File: config.mk
export PLATFORM = sky130hd
export DESIGN_NAME = synth_voice_allocator
export DESIGN_NICKNAME = d
export VERILOG_FILES = /design/src/rtl/core/sva_pkg.sv /design/src/rtl/core/synth_voice_allocator.sv /design/src/rtl/core/sva_held_ram.sv /design/src/rtl/core/sva_voice_bank.sv /design/src/rtl/core/sva_seq.sv
export SDC_FILE = /design/constraint.sdc
export NUM_CORES = 1
export LEC_CHECK = 0
export ABC_AREA = 1
export BUFFER_PORTS_ARGS = -buffer_cell sky130_fd_sc_hd__buf_2
export CAP_MARGIN = 20
export CORE_AREA = 2 2 295 297
export CTS_CLUSTER_DIAMETER = 120
export DETAILED_ROUTE_END_ITERATION = 7
export DIE_AREA = 0 0 297 299
export PLACE_DENSITY = 0.6
export SLEW_MARGIN = 20
export SYNTH_ARGS = -nofsm -noshare
export SYNTH_HDL_FRONTEND = slang
export SYNTH_SLANG_ARGS = --single-unit
File: constraint.sdc
create_clock -name clk -period 18.9 [get_ports clk]
set_input_delay 1.89 -clock clk [delete_from_list [all_inputs] [get_ports clk]]
set_output_delay 1.89 -clock clk [all_outputs]
set_load 0.01 [all_outputs]
File: src/rtl/core/sva_pkg.sv
// Shared types and codes for the voice allocator.
// Used by every module of the block; no dependencies.
package sva_pkg;

	localparam int NOTE_W  = 7;
	localparam int VEL_W   = 7;
	localparam int VOICE_W = 3;
	localparam int STAMP_W = 32;
	localparam int MAX_OUT = 8;
	localparam int KCNT_W  = $clog2(MAX_OUT + 1);

	localparam logic [1:0] CMD_NOTE_ON  = 2'd0;
	localparam logic [1:0] CMD_NOTE_OFF = 2'd1;
	localparam logic [1:0] CMD_FINISHED = 2'd2;
	localparam logic [1:0] CMD_UNUSED   = 2'd3;

	localparam logic [1:0] ACT_START   = 2'd0;
	localparam logic [1:0] ACT_RETUNE  = 2'd1;
	localparam logic [1:0] ACT_RELEASE = 2'd2;

	typedef struct packed {
		logic [1:0]         cmd;
		logic [NOTE_W-1:0]  note;
		logic [VEL_W-1:0]   velocity;
		logic [VOICE_W-1:0] voice_sel;
	} evt_t;

	typedef struct packed {
		logic [VOICE_W-1:0] voice;
		logic [1:0]         action;
		logic [NOTE_W-1:0]  note_res;
		logic [VEL_W-1:0]   velocity_res;
		logic               last;
	} res_t;

	typedef struct packed {
		logic [NOTE_W-1:0] note;
		logic [VEL_W-1:0]  velocity;
	} held_t;

	typedef struct packed {
		logic clr;
		logic start;
		logic retune;
	} voice_wr_t;

	typedef struct packed {
		logic               active;
		logic [NOTE_W-1:0]  note;
		logic [STAMP_W-1:0] stamp;
	} voice_rd_t;

	typedef enum logic [3:0] {
		ST_IDLE,
		ST_SCAN_ON,
		ST_SCAN_OFF,
		ST_FLUSH,
		ST_RM_RD,
		ST_RM_CHK,
		ST_RM_DONE,
		ST_SH_RD,
		ST_SH_WR,
		ST_PUSH,
		ST_TOP_EMIT
	} state_t;

endpackage

File: src/rtl/core/synth_voice_allocator.sv
// Polyphonic voice allocator, top level: mode register, sequencer,
// voice bank and held-key RAM. Depends on sva_pkg and the sva_* modules.
//
//  channel   handshake             payload
//  event     start & !busy         evt (sva_pkg::evt_t)
//  result    result_stb, 1 cycle   result (sva_pkg::res_t)
//  config    mono_we               mono_wdata
//
// Finished and unused commands never raise busy.
// Poly note on scans voices up to the first free one; note off scans every voice, then flushes.
// Mono: read and check states per held entry to remove the note; when full, read and write
// states per entry drop the oldest; the held RAM's read is registered. Results are registered.
// Reset clears all voice state at once; held RAM entries are not cleared.
// Results cannot be stalled: each strobe lasts exactly one cycle.
module synth_voice_allocator #(
	parameter int NUM_VOICES = 8,
	parameter int HELD_DEPTH = 16
) (
	input  logic           clk,
	input  logic           arst_n,
	input  logic           start,
	output logic           busy,
	input  sva_pkg::evt_t  evt,
	output sva_pkg::res_t  result,
	output logic           result_stb,
	input  logic           mono_we,
	input  logic           mono_wdata
);
	import sva_pkg::*;

	localparam int VW = (NUM_VOICES > 1) ? $clog2(NUM_VOICES) : 1;
	localparam int AW = $clog2(HELD_DEPTH);

	logic              mono_q;
	logic [VW-1:0]     rd_idx, wr_idx;
	logic [NOTE_W-1:0] wr_note;
	voice_wr_t         vwr;
	voice_rd_t         vrd, v0;
	logic              ram_we;
	logic [AW-1:0]     ram_waddr, ram_raddr;
	held_t             ram_wdata, ram_rdata;

	always_ff @(posedge clk or negedge arst_n) begin
		if (!arst_n) begin
			mono_q <= 1'b0;
		end else if (mono_we) begin
			mono_q <= mono_wdata;
		end
	end

	sva_seq #(
		.NUM_VOICES(NUM_VOICES),
		.HELD_DEPTH(HELD_DEPTH)
	) u_seq (
		.clk        (clk),
		.arst_n     (arst_n),
		.start      (start),
		.busy       (busy),
		.evt        (evt),
		.mono       (mono_q),
		.held_clr   (mono_we),
		.result     (result),
		.result_stb (result_stb),
		.rd_idx     (rd_idx),
		.vwr        (vwr),
		.wr_idx     (wr_idx),
		.wr_note    (wr_note),
		.vrd        (vrd),
		.v0         (v0),
		.ram_we     (ram_we),
		.ram_waddr  (ram_waddr),
		.ram_wdata  (ram_wdata),
		.ram_raddr  (ram_raddr),
		.ram_rdata  (ram_rdata)
	);

	sva_voice_bank #(
		.NUM_VOICES(NUM_VOICES)
	) u_bank (
		.clk     (clk),
		.arst_n  (arst_n),
		.rd_idx  (rd_idx),
		.wr      (vwr),
		.wr_idx  (wr_idx),
		.wr_note (wr_note),
		.rd      (vrd),
		.v0      (v0)
	);

	sva_held_ram #(
		.HELD_DEPTH(HELD_DEPTH)
	) u_ram (
		.clk   (clk),
		.we    (ram_we),
		.waddr (ram_waddr),
		.wdata (ram_wdata),
		.raddr (ram_raddr),
		.rdata (ram_rdata)
	);

`ifndef SYNTHESIS
	a_note_on_busy: assert property (@(posedge clk) disable iff (!arst_n)
		start && !busy && (evt.cmd == CMD_NOTE_ON) |=> busy)
		else $error("note on beat did not start a sequence");

	a_quick_cmd: assert property (@(posedge clk) disable iff (!arst_n)
		start && !busy && ((evt.cmd == CMD_FINISHED) || (evt.cmd == CMD_UNUSED)) |=> !busy)
		else $error("finished or unused beat raised busy");

	a_mid_result: assert property (@(posedge clk) disable iff (!arst_n)
		result_stb && !result.last |-> busy)
		else $error("non-final result while sequencer idle");
`endif

endmodule

File: src/rtl/core/sva_held_ram.sv
// Held-key stack storage: one write port, one registered read port.
// Depends on sva_pkg for the entry type.
module sva_held_ram #(
	parameter int HELD_DEPTH = 16,
	localparam int AW = $clog2(HELD_DEPTH)
) (
	input  logic             clk,
	input  logic             we,
	input  logic [AW-1:0]    waddr,
	input  sva_pkg::held_t   wdata,
	input  logic [AW-1:0]    raddr,
	output sva_pkg::held_t   rdata
);
	import sva_pkg::*;

	held_t mem [HELD_DEPTH];
	held_t rdata_q;

	always_ff @(posedge clk) begin
		if (we) begin
			mem[waddr] <= wdata;
		end
		rdata_q <= mem[raddr];
	end

	assign rdata = rdata_q;

endmodule

File: src/rtl/core/sva_voice_bank.sv
// Per-voice state: active flag, note, start stamp, and the stamp counter.
// One scan read port plus a fixed voice-zero view. Depends on sva_pkg.
module sva_voice_bank #(
	parameter int NUM_VOICES = 8,
	localparam int VW = (NUM_VOICES > 1) ? $clog2(NUM_VOICES) : 1
) (
	input  logic                       clk,
	input  logic                       arst_n,
	input  logic [VW-1:0]              rd_idx,
	input  sva_pkg::voice_wr_t         wr,
	input  logic [VW-1:0]              wr_idx,
	input  logic [sva_pkg::NOTE_W-1:0] wr_note,
	output sva_pkg::voice_rd_t         rd,
	output sva_pkg::voice_rd_t         v0
);
	import sva_pkg::*;

	logic               active_q [NUM_VOICES];
	logic [NOTE_W-1:0]  note_q   [NUM_VOICES];
	logic [STAMP_W-1:0] stamp_q  [NUM_VOICES];
	logic [STAMP_W-1:0] counter_q;

	always_ff @(posedge clk or negedge arst_n) begin
		if (!arst_n) begin
			for (int i = 0; i < NUM_VOICES; i++) begin
				active_q[i] <= 1'b0;
				note_q[i]   <= '0;
				stamp_q[i]  <= '0;
			end
			counter_q <= '0;
		end else begin
			if (wr.clr) begin
				active_q[wr_idx] <= 1'b0;
			end
			if (wr.start) begin
				active_q[wr_idx] <= 1'b1;
				note_q[wr_idx]   <= wr_note;
				stamp_q[wr_idx]  <= counter_q;
				counter_q        <= counter_q + 1'b1;
			end
			if (wr.retune) begin
				note_q[0] <= wr_note;
			end
		end
	end

	assign rd.active = active_q[rd_idx];
	assign rd.note   = note_q[rd_idx];
	assign rd.stamp  = stamp_q[rd_idx];
	assign v0.active = active_q[0];
	assign v0.note   = note_q[0];
	assign v0.stamp  = stamp_q[0];

endmodule

File: src/rtl/core/sva_seq.sv
// Event sequencer: voice scans with one stamp comparator, held-stack
// remove/shift/push sweeps, and the result register. Depends on sva_pkg.
module sva_seq #(
	parameter int NUM_VOICES = 8,
	parameter int HELD_DEPTH = 16,
	localparam int VW = (NUM_VOICES > 1) ? $clog2(NUM_VOICES) : 1,
	localparam int AW = $clog2(HELD_DEPTH),
	localparam int CW = $clog2(HELD_DEPTH + 1)
) (
	input  logic                       clk,
	input  logic                       arst_n,
	input  logic                       start,
	output logic                       busy,
	input  sva_pkg::evt_t              evt,
	input  logic                       mono,
	input  logic                       held_clr,
	output sva_pkg::res_t              result,
	output logic                       result_stb,
	output logic [VW-1:0]              rd_idx,
	output sva_pkg::voice_wr_t         vwr,
	output logic [VW-1:0]              wr_idx,
	output logic [sva_pkg::NOTE_W-1:0] wr_note,
	input  sva_pkg::voice_rd_t         vrd,
	input  sva_pkg::voice_rd_t         v0,
	output logic                       ram_we,
	output logic [AW-1:0]              ram_waddr,
	output sva_pkg::held_t             ram_wdata,
	output logic [AW-1:0]              ram_raddr,
	input  sva_pkg::held_t             ram_rdata
);
	import sva_pkg::*;

	state_t             state_q, state_d;
	evt_t               op_q;
	logic [VW-1:0]      v_q, oldest_q, pend_v_q;
	logic [STAMP_W-1:0] oldest_stamp_q;
	logic [KCNT_W-1:0]  k_q;
	logic               pend_q;
	logic [CW-1:0]      r_q, w_q, count_q;
	res_t               res_q, emit_res;
	logic               stb_q, emit;

	logic          accept, last_v, older, hit, keep, r_end, full, shift_end, v0_match;
	logic [CW-1:0] r_inc;

	assign accept    = start && (state_q == ST_IDLE);
	assign last_v    = (v_q == VW'(NUM_VOICES - 1));
	assign older     = (vrd.stamp < oldest_stamp_q);
	assign hit       = vrd.active && (vrd.note == op_q.note) && (k_q < KCNT_W'(MAX_OUT));
	assign keep      = (ram_rdata.note != op_q.note);
	assign r_inc     = r_q + 1'b1;
	assign r_end     = (r_inc == count_q);
	assign full      = (count_q == CW'(HELD_DEPTH));
	assign shift_end = (r_q == CW'(HELD_DEPTH - 1));
	assign v0_match  = v0.active && (v0.note == op_q.note);

	assign busy       = (state_q != ST_IDLE);
	assign rd_idx     = v_q;
	assign result     = res_q;
	assign result_stb = stb_q;
	assign ram_raddr  = (state_q == ST_RM_DONE) ? AW'(count_q - 1'b1) : r_q[AW-1:0];

	always_comb begin
		state_d = state_q;
		case (state_q)
			ST_IDLE: begin
				if (accept) begin
					case (evt.cmd)
						CMD_NOTE_ON, CMD_NOTE_OFF: begin
							if (mono) begin
								state_d = (count_q == '0) ? ST_RM_DONE : ST_RM_RD;
							end else begin
								state_d = (evt.cmd == CMD_NOTE_ON) ? ST_SCAN_ON : ST_SCAN_OFF;
							end
						end
						default: state_d = ST_IDLE;
					endcase
				end
			end
			ST_SCAN_ON: if (!vrd.active || last_v) state_d = ST_IDLE;
			ST_SCAN_OFF: if (last_v) state_d = ST_FLUSH;
			ST_FLUSH: state_d = ST_IDLE;
			ST_RM_RD: state_d = ST_RM_CHK;
			ST_RM_CHK: state_d = r_end ? ST_RM_DONE : ST_RM_RD;
			ST_RM_DONE: begin
				if (op_q.cmd == CMD_NOTE_ON) begin
					state_d = full ? ST_SH_RD : ST_PUSH;
				end else begin
					state_d = (v0_match && (count_q != '0)) ? ST_TOP_EMIT : ST_IDLE;
				end
			end
			ST_SH_RD: state_d = ST_SH_WR;
			ST_SH_WR: state_d = shift_end ? ST_PUSH : ST_SH_RD;
			ST_PUSH: state_d = ST_IDLE;
			ST_TOP_EMIT: state_d = ST_IDLE;
			default: state_d = ST_IDLE;
		endcase
	end

	always_comb begin
		emit      = 1'b0;
		emit_res  = '0;
		vwr       = '0;
		wr_idx    = v_q;
		wr_note   = op_q.note;
		ram_we    = 1'b0;
		ram_waddr = w_q[AW-1:0];
		ram_wdata = ram_rdata;
		case (state_q)
			ST_IDLE: begin
				if (accept && (evt.cmd == CMD_FINISHED) && (int'(evt.voice_sel) < NUM_VOICES)) begin
					vwr.clr = 1'b1;
					wr_idx  = VW'(evt.voice_sel);
				end
			end
			ST_SCAN_ON: begin
				if (!vrd.active || last_v) begin
					vwr.start = 1'b1;
					wr_idx    = (!vrd.active || older) ? v_q : oldest_q;
					emit      = 1'b1;
					emit_res  = '{voice: VOICE_W'(wr_idx), action: ACT_START,
						note_res: op_q.note, velocity_res: op_q.velocity, last: 1'b1};
				end
			end
			ST_SCAN_OFF: begin
				if (hit && pend_q) begin
					emit     = 1'b1;
					emit_res = '{voice: VOICE_W'(pend_v_q), action: ACT_RELEASE,
						note_res: op_q.note, velocity_res: '0, last: 1'b0};
				end
			end
			ST_FLUSH: begin
				if (pend_q) begin
					emit     = 1'b1;
					emit_res = '{voice: VOICE_W'(pend_v_q), action: ACT_RELEASE,
						note_res: op_q.note, velocity_res: '0, last: 1'b1};
				end
			end
			ST_RM_CHK: begin
				ram_we = keep;
			end
			ST_RM_DONE: begin
				if ((op_q.cmd == CMD_NOTE_OFF) && v0_match && (count_q == '0)) begin
					emit     = 1'b1;
					emit_res = '{voice: '0, action: ACT_RELEASE,
						note_res: op_q.note, velocity_res: '0, last: 1'b1};
				end
			end
			ST_SH_WR: begin
				ram_we    = 1'b1;
				ram_waddr = AW'(r_q - 1'b1);
			end
			ST_PUSH: begin
				ram_we     = 1'b1;
				ram_waddr  = count_q[AW-1:0];
				ram_wdata  = '{note: op_q.note, velocity: op_q.velocity};
				wr_idx     = '0;
				vwr.retune = v0.active;
				vwr.start  = !v0.active;
				emit       = 1'b1;
				emit_res   = '{voice: '0, action: v0.active ? ACT_RETUNE : ACT_START,
					note_res: op_q.note, velocity_res: op_q.velocity, last: 1'b1};
			end
			ST_TOP_EMIT: begin
				vwr.retune = 1'b1;
				wr_note    = ram_rdata.note;
				emit       = 1'b1;
				emit_res   = '{voice: '0, action: ACT_RETUNE,
					note_res: ram_rdata.note, velocity_res: ram_rdata.velocity, last: 1'b1};
			end
			default: ;
		endcase
	end

	always_ff @(posedge clk or negedge arst_n) begin
		if (!arst_n) begin
			state_q <= ST_IDLE;
			count_q <= '0;
			pend_q  <= 1'b0;
			k_q     <= '0;
			stb_q   <= 1'b0;
		end else begin
			state_q <= state_d;
			stb_q   <= emit;
			if (held_clr) begin
				count_q <= '0;
			end
			case (state_q)
				ST_IDLE: begin
					if (accept) begin
						k_q    <= '0;
						pend_q <= 1'b0;
					end
				end
				ST_SCAN_OFF: begin
					if (hit) begin
						pend_q <= 1'b1;
						k_q    <= k_q + 1'b1;
					end
				end
				ST_FLUSH: pend_q <= 1'b0;
				ST_RM_CHK: begin
					if (r_end) begin
						count_q <= w_q + CW'(keep);
					end
				end
				ST_SH_WR: begin
					if (shift_end) begin
						count_q <= CW'(HELD_DEPTH - 1);
					end
				end
				ST_PUSH: count_q <= count_q + 1'b1;
				default: ;
			endcase
		end
	end

	always_ff @(posedge clk) begin
		if (emit) begin
			res_q <= emit_res;
		end
		case (state_q)
			ST_IDLE: begin
				if (accept) begin
					op_q           <= evt;
					v_q            <= '0;
					oldest_q       <= '0;
					oldest_stamp_q <= v0.stamp;
					r_q            <= '0;
					w_q            <= '0;
				end
			end
			ST_SCAN_ON: begin
				if (older) begin
					oldest_q       <= v_q;
					oldest_stamp_q <= vrd.stamp;
				end
				v_q <= VW'(v_q + 1'b1);
			end
			ST_SCAN_OFF: begin
				if (hit) begin
					pend_v_q <= v_q;
				end
				v_q <= VW'(v_q + 1'b1);
			end
			ST_RM_CHK: begin
				if (keep) begin
					w_q <= w_q + 1'b1;
				end
				r_q <= r_inc;
			end
			ST_RM_DONE: r_q <= CW'(1);
			ST_SH_WR: begin
				if (!shift_end) begin
					r_q <= r_inc;
				end
			end
			default: ;
		endcase
	end

endmodule
# [Word level (Yosys, flattened, before mapping)]
# Memory sizes are Yosys's and may differ from the RTL's. A register that Yosys moved wholly into a read port is not among the register bits.
# Cells that the tools add are included.
[op_classes] add_sub_neg=9 order_cmp=5 eq_ne=27 muxes=82 bitwise_logic=5 reduce_logical=40
[ops] op="bitwise mux 256 bit" count=1
[ops] op="two-way mux 32 bit" count=5
[ops] op="case mux 20 bit (6 select lines)" count=1
[ops] op="binary-select mux 32 bit (select 3 bit)" count=1
[ops] op="demux 32 bit (select 3 bit)" count=1
[ops] op="case mux 32 bit (2 select lines)" count=1
[ops] op="two-way mux 20 bit" count=3
[ops] op="bitwise mux 56 bit" count=1
[ops] op="two-way mux 56 bit" count=1
[ops] op="two-way mux 4 bit" count=12
[ops] op="two-way mux 7 bit" count=5
[ops] op="adder 32 x 1 -> 32 bit (second input constant)" count=1
[ops] op="< comparator 32 bit" count=1
[ops] op="case mux 4 bit (8 select lines)" count=1
[ops] op="two-way mux 5 bit" count=6
[ops] op="binary-select mux 7 bit (select 3 bit)" count=1
[ops] op="demux 7 bit (select 3 bit)" count=1
[ops] op="case mux 5 bit (4 select lines)" count=1
[ops] op="AND reduction 3 bit" count=6
[ops] op="two-way mux 17 bit" count=1
[ops] op="equality test 4 x 3 -> 1 bit (second input constant)" count=4
[ops] op="two-way mux 8 bit" count=2
[ops] op="case mux 4 bit (2 select lines)" count=2
[ops] op="adder 5 x 1 -> 5 bit (second input constant)" count=3
[ops] op="other kinds (49)" count=106
[totals] reg_bits=455 ram_bits=224 wordCells=214 memories=1
[mem_list] name="u_ram.mem" words=16 width=14 read_ports=1 rd_clocked_by_memory_dff=1 wr=1 line_no="sva_held_ram.sv:16" text="held_t mem [HELD_DEPTH];"

# [Longest topological paths before layout]
[logic_depth] word_depth=19 depth_mapped=31

# [Modules after synthesis]
# Synthesis repeated with hierarchy kept, for this count alone.
[hier_totals] cells_unflattened=3742 hier_area_um2=32771.4
[by_module_without_submodules] module="sva_voice_bank" n_inst=1 cells_each=2013 area_each_um2=16235.6 seq_area_each_um2=8808.4
[by_module_without_submodules] module="sva_held_ram" n_inst=1 cells_each=943 area_each_um2=9985.8 seq_area_each_um2=7006.7
[by_module_without_submodules] module="sva_seq" n_inst=1 cells_each=781 area_each_um2=6510.0 seq_area_each_um2=2987.9
[by_module_without_submodules] module="synth_voice_allocator" n_inst=1 cells_each=5 area_each_um2=40.0 seq_area_each_um2=25.0

# [Worst setup path before layout]
# No wires, ideal clock.
[synth_path] path_type="register to register" start="register u_seq.v_q[0], in the netlist u_seq.rd_idx[0]" end="register u_seq.oldest_q[0], enable pin" t_arrival_ns=5.817 required_time_ns=18.424 path_slack_ns=12.607 path_stages_with_launch=19 path_buffers=5 path_cell_list="edfxtp_1 -> inv_2 -> buf_2 -> clkbuf_1 -> buf_2 -> clkbuf_1 -> clkbuf_1 -> nor2_1 -> o22ai_1 -> nor2_1 -> a31oi_1 -> ha_1 -> a21oi_1 -> o21ai_0 -> nand4_1 -> a21oi_1 -> a2111oi_0 -> nand2_2 -> o21ai_0"
[synth_between] elab_chain_cells=7
[synth_rtl] item="from (decl)" line_no="sva_seq.sv:35" text="logic [VW-1:0] v_q, oldest_q, pend_v_q;"
[synth_rtl] item="from (signal assigned)" line_no="sva_seq.sv:238" text="v_q <= VW'(v_q + 1'b1);"
[synth_rtl] item="from (signal assigned)" line_no="sva_seq.sv:244" text="v_q <= VW'(v_q + 1'b1);"
[synth_rtl] item="NOT 3 -> 4 bit (implied by the code)" line_no="sva_voice_bank.sv:49" text="assign rd.stamp = stamp_q[rd_idx];"
[synth_rtl] item="binary-select mux 32 bit (select 3 bit)" line_no="sva_voice_bank.sv:49"
[synth_rtl] item="two-way mux 32 bit (implied by the code) (2 in series)" line_no="sva_voice_bank.sv:49"
[synth_rtl] item="< comparator 32 bit" line_no="sva_seq.sv:48" text="assign older = (vrd.stamp < oldest_stamp_q);"
[synth_rtl] item="!= test 2 x 1 -> 1 bit (no source line)"
[synth_rtl] item="AND reduction 3 bit (no source line)"
[synth_rtl] item="to (signal assigned)" line_no="sva_seq.sv:235" text="oldest_q <= v_q;"
[synth_rtl] item="to (decl)" line_no="sva_seq.sv:35"
# No other way between the ends. The select of a mux whose other input is x is not followed.
# A chain may end at the register's enable or synchronous reset.

# [Worst setup path in the final report]
[layout_path] start="register u_seq.v_q[0], in the netlist u_seq.rd_idx[0]" end="register u_bank.stamp_q[218] in the netlist's numbering"
[layout_between] elab_chain_cells=15 word_cells_on_any_way=25 classes_between="order compare (3); eq/ne (1); mux (15); bitwise (2); reduce/logical (4)"
[layout_rtl] item="NOT 3 -> 4 bit (implied by the code)" line_no="sva_voice_bank.sv:47, sva_voice_bank.sv:49"
[layout_rtl] item="binary-select mux 32 bit (select 3 bit) or binary-select mux 1 bit (select 3 bit) (tied branches)" line_no="sva_voice_bank.sv:49, sva_voice_bank.sv:47"
[layout_rtl] item="two-way mux 32 bit (implied by the code) or two-way mux 1 bit (tied branches) (2 in series)" line_no="sva_voice_bank.sv:49, sva_voice_bank.sv:47"
[layout_rtl] item="< comparator 32 bit or logical NOT 1 bit (tied branches)" line_no="sva_seq.sv:48, sva_seq.sv:117, sva_seq.sv:119"
[layout_rtl] item="logical OR 1 bit" line_no="sva_seq.sv:119" text="wr_idx = (!vrd.active || older) ? v_q : oldest_q;"
[layout_rtl] item="two-way mux 3 bit" line_no="sva_seq.sv:119"
[layout_rtl] item="two-way mux 3 bit" line_no="sva_seq.sv:117" text="if (!vrd.active || last_v) begin"
[layout_rtl] item="case mux 3 bit (3 select lines)" line_no="sva_seq.sv:109" text="case (state_q)"
[layout_rtl] item="NOT 3 -> 4 bit (implied by the code)" line_no="sva_voice_bank.sv:38" text="stamp_q[wr_idx] <= counter_q;"
[layout_rtl] item=">= comparator 4 bit (implied by the code) or < comparator 4 x 1 -> 1 bit (tied branches)" line_no="sva_voice_bank.sv:38"
[layout_rtl] item="logical AND 1 bit (implied by the code)" line_no="sva_voice_bank.sv:38"
[layout_rtl] item="two-way mux 32 bit (implied by the code)" line_no="sva_voice_bank.sv:38"
[layout_rtl] item="demux 32 bit (select 3 bit)" line_no="sva_voice_bank.sv:38"
[layout_rtl] item="bitwise mux 256 bit" line_no="sva_voice_bank.sv:38"
[layout_rtl] item="to (signal, indexed assignment)" line_no="sva_voice_bank.sv:38"
[layout_rtl] item="to (decl)" line_no="sva_voice_bank.sv:20" text="logic [STAMP_W-1:0] stamp_q [NUM_VOICES];"
# Parallel ways exist; a longest one is shown, timed or not. The select of a mux whose other input is x is not followed.

==> metrics.cfg <==
[timing]
finalMaxSlewViolations = 0
min_period_over_period = 0.3608
setup_violations = 0
fmax_mhz = 146.7
rsz0062_at_grt = false
final.setup_skew_ns = 0.02799
fin_crit_ns = 6.818
fin_ws_ns = 12.08
worst_pin_slew_ns = 1.051
max_slew_margin = 0.2966
hold_viol_final = 0
setup_tns_ns = 0

[yosys]
syn_area_um2 = 31410
ys_seq_elements = 693
seq_area_frac_synth = 0.5994
synth_common_cells = 634 x nand2_1, 504 x o21ai_0, 380 x nor2_1
yosysWarnings = 0
ys_types = 55
synthTopCellsByArea = edfxtp_1 30%, dfrtp_1 29%, o21ai_0 8.0%, nand2_1 7.6%, nor2_1 4.5%
synth_ff_type = dfrtp_1
synth_edf_count = 311
yosys.area.top_type_share = 0.2973
async_reset_ff_frac = 0.5310
synth_nets = 3366
yosys.area.top_type = edfxtp_1
avgSynthCellArea_um2 = 9.525
synthCells = 3298
synth.most_common_cell = nand2_1

[layout]
drive_above_1_share = 0.07660
area_growth_pct = 11.98
nNetsFinal = 3338
antenna_cells = 0
design_area_um2 = 35180

[cts]
clockBufferDepth = 3
ctsResizeCount = 0
htreeDepth = 3
cts_tree = yes
clk_pin_slew_ns = 0.06
post-cts-setup-buffers = 0
cts.sinks = 693
cts-hold-fix-buffers = 0
clk_latency_ns = 0.63
root_buffer = clkbuf_16
cts_buffers = 74

[floorplan]
ios = 46
dieArea_um2 = 88800
coreArea_um2 = 85940
initial_core_util = 0.3655
floorplan.rows = 108
dieHeight_um = 299
dieWidth_um = 297

[critical_path]
crit_type = reg2reg
startpoint_type = register
arrival_ns = 7.32
cpMaxStageDelayCell = buf_4
cp_max_fo = 72
required_ns = 19.40
end_kind = register
path_cells = buf_4 -> buf_4 -> o21ai_0 -> o22ai_1 -> nor2_1 -> a31oi_1 -> ha_1 -> nand2_1 -> nor2_1 -> nand4_1 -> a21oi_1 -> a2111oi_0 -> nand2_2 -> nand2_1 -> nand2_1 -> nand3_2 -> nand2_1 -> nand2_4 -> nand2_1 -> nor2_4 -> buf_4 -> nand2_2 -> nand2_1 -> nand2_1
crit_top_cell = nand2_1
cpPeakStageDelay_ns = 0.75

[global_route]
antenna_found_initial = 2
grt_pass1_vias = 22668
grt_pass1_wl_mm = 130.9
grt-ovfl-total = 0
grt_max_degree = 190
track_usage = 0.1849

[power_and_ir_drop]
cellLeakagePower_nw = 14.40
vdd_drop_max_mv = 0.1093
powerDensity_nw_per_um2 = 155.4

[drt]
drc = 0
ant_nets = 0
wl_mm = 82.25
drt-initial-drc-count = 2132
via_count = 23494
viasPerCell = 5.240
first_pass_iters = 6
wl_per_cell_um = 18.34

[worst_hold_path]
hp-class = reg2reg

[place]
place_congestion = 0.8518
portBuffers = 45
place_ws_ns = 12.12
placed_area_um2 = 32670
dp_hpwl_mm = 47.44

[outcome]
status = complete, no violations

[flow_run]
cap_violations = 0

[cell type report]
class | count | area [um2]
fill | 8418 | 50770
sequential | 693 | 18830
multi-input combinational | 2185 | 10970
clock buffer | 92 | 2032
tap | 1155 | 1445
inverter | 226 | 853.3
timing repair buffer | 90 | 643.1
clock inverter | 43 | 407.9
[worst max-delay path, delay by kind of cell (launching register included)]
kind / cells / cell delay [ns]
compound gates: 5 / 1.55
fa+ha+maj: 1 / 0.32
buf+inv: 3 / 1.78
flops: 1 / 0.42
simple gates: 15 / 2.49
[final timing paths]
check                           startpoint             endpoint  slack [ns]  depth (start not counted)
max                        u_seq.rd_idx[0]  u_bank.stamp_q[218]       12.08                         24
max in group asynchronous           arst_n   u_bank.stamp_q[28]       14.64                          5
max reg2reg                u_seq.rd_idx[0]  u_bank.stamp_q[218]       12.08                         24
min in group asynchronous           arst_n   u_bank.stamp_q[18]        1.16                          1
min                               register             register        0.47                          2
min reg2reg                       register             register        0.47                          2
[flip-flops by register name, indices dropped and copies added, names as in the netlist, 5 cells and up, named ones only]
| register | flops |
|---|---|
| u_bank.stamp_q | 224 |
| u_ram.mem | 224 |
| u_bank.note_q | 49 |
| u_bank.v0 | 39 |
| u_bank.counter_q | 32 |
| u_seq.oldest_stamp_q | 32 |
| u_seq.result | 20 |
| u_seq.op_q | 16 |
| u_ram.rdata | 14 |
| u_seq.count_q | 5 |
| u_seq.r_q | 5 |
| u_seq.w_q | 5 |
[cell usage in the layout (no fill, tap or decap), types with 10 or more instances in the layout]
cell type and count:
nand2_1 632, o21ai_0 501, nor2_1 379, dfrtp_1 368
edfxtp_1 311, inv_1 216, nand3_1 142, o21ai_1 82
clkbuf_16 76, o22ai_1 69, a21oi_1 61, ha_1 44
buf_2 44, xor2_1 42, buf_4 40, o211ai_1 39
a31oi_1 38, o221ai_1 36, clkinv_2 19, nor3_1 18
nand4_1 17, dfxtp_1 14, clkinv_1 12, nor4_1 10
[logic make-up after synthesis]
logic type | Yosys count | synth area share
AOI/OAI and AO/OA | 854 | 0.1504
DFF | 693 | 0.5994
buffers and inverters | 420 | 0.05449
adders and majority gates | 44 | 0.01753
and+or+nand+nor | 1237 | 0.1642
xor gates and xnor gates | 50 | 0.01394
[routing by layer]
| layer | vias up | global-route usage | wire, um |
|---|---|---|---|
| li1 | 11266 | - | - |
| met1 | 11477 | 0.2554 | 37750 |
| met2 | 617 | 0.2991 | 38220 |
| met3 | 134 | 0.02697 | 4110 |
| met4 | 0 | 0.06229 | 2171 |
| met5 | - | 0 | 0 |
[power by group]
group | internal (W) | total, W | switching [W]
Clock | 0.000849 | 0.00147 | 0.000623
Sequential | 0.00187 | 0.00198 | 0.000111
Combinational | 0.000586 | 0.00202 | 0.00143
[stage by stage]
| stage | total power [W] | utilization | hold WS (ns) | instances |
|---|---|---|---|---|
| floorplan | 0.003401 | - | 0.4363 | 3298 |
| global placement | 0.004003 | 0.3801 | 0.4490 | 4346 |
| detailed placement | 0.004018 | 0.3801 | 0.4549 | 4346 |
| CTS | 0.005493 | 0.4085 | 0.4696 | 4481 |
| global route | 0.005823 | 0.4093 | 0.4803 | 4484 |
| finish | 0.005467 | 0.4093 | 0.4700 | 4484 |
Power figures use the tool's default switching activity.
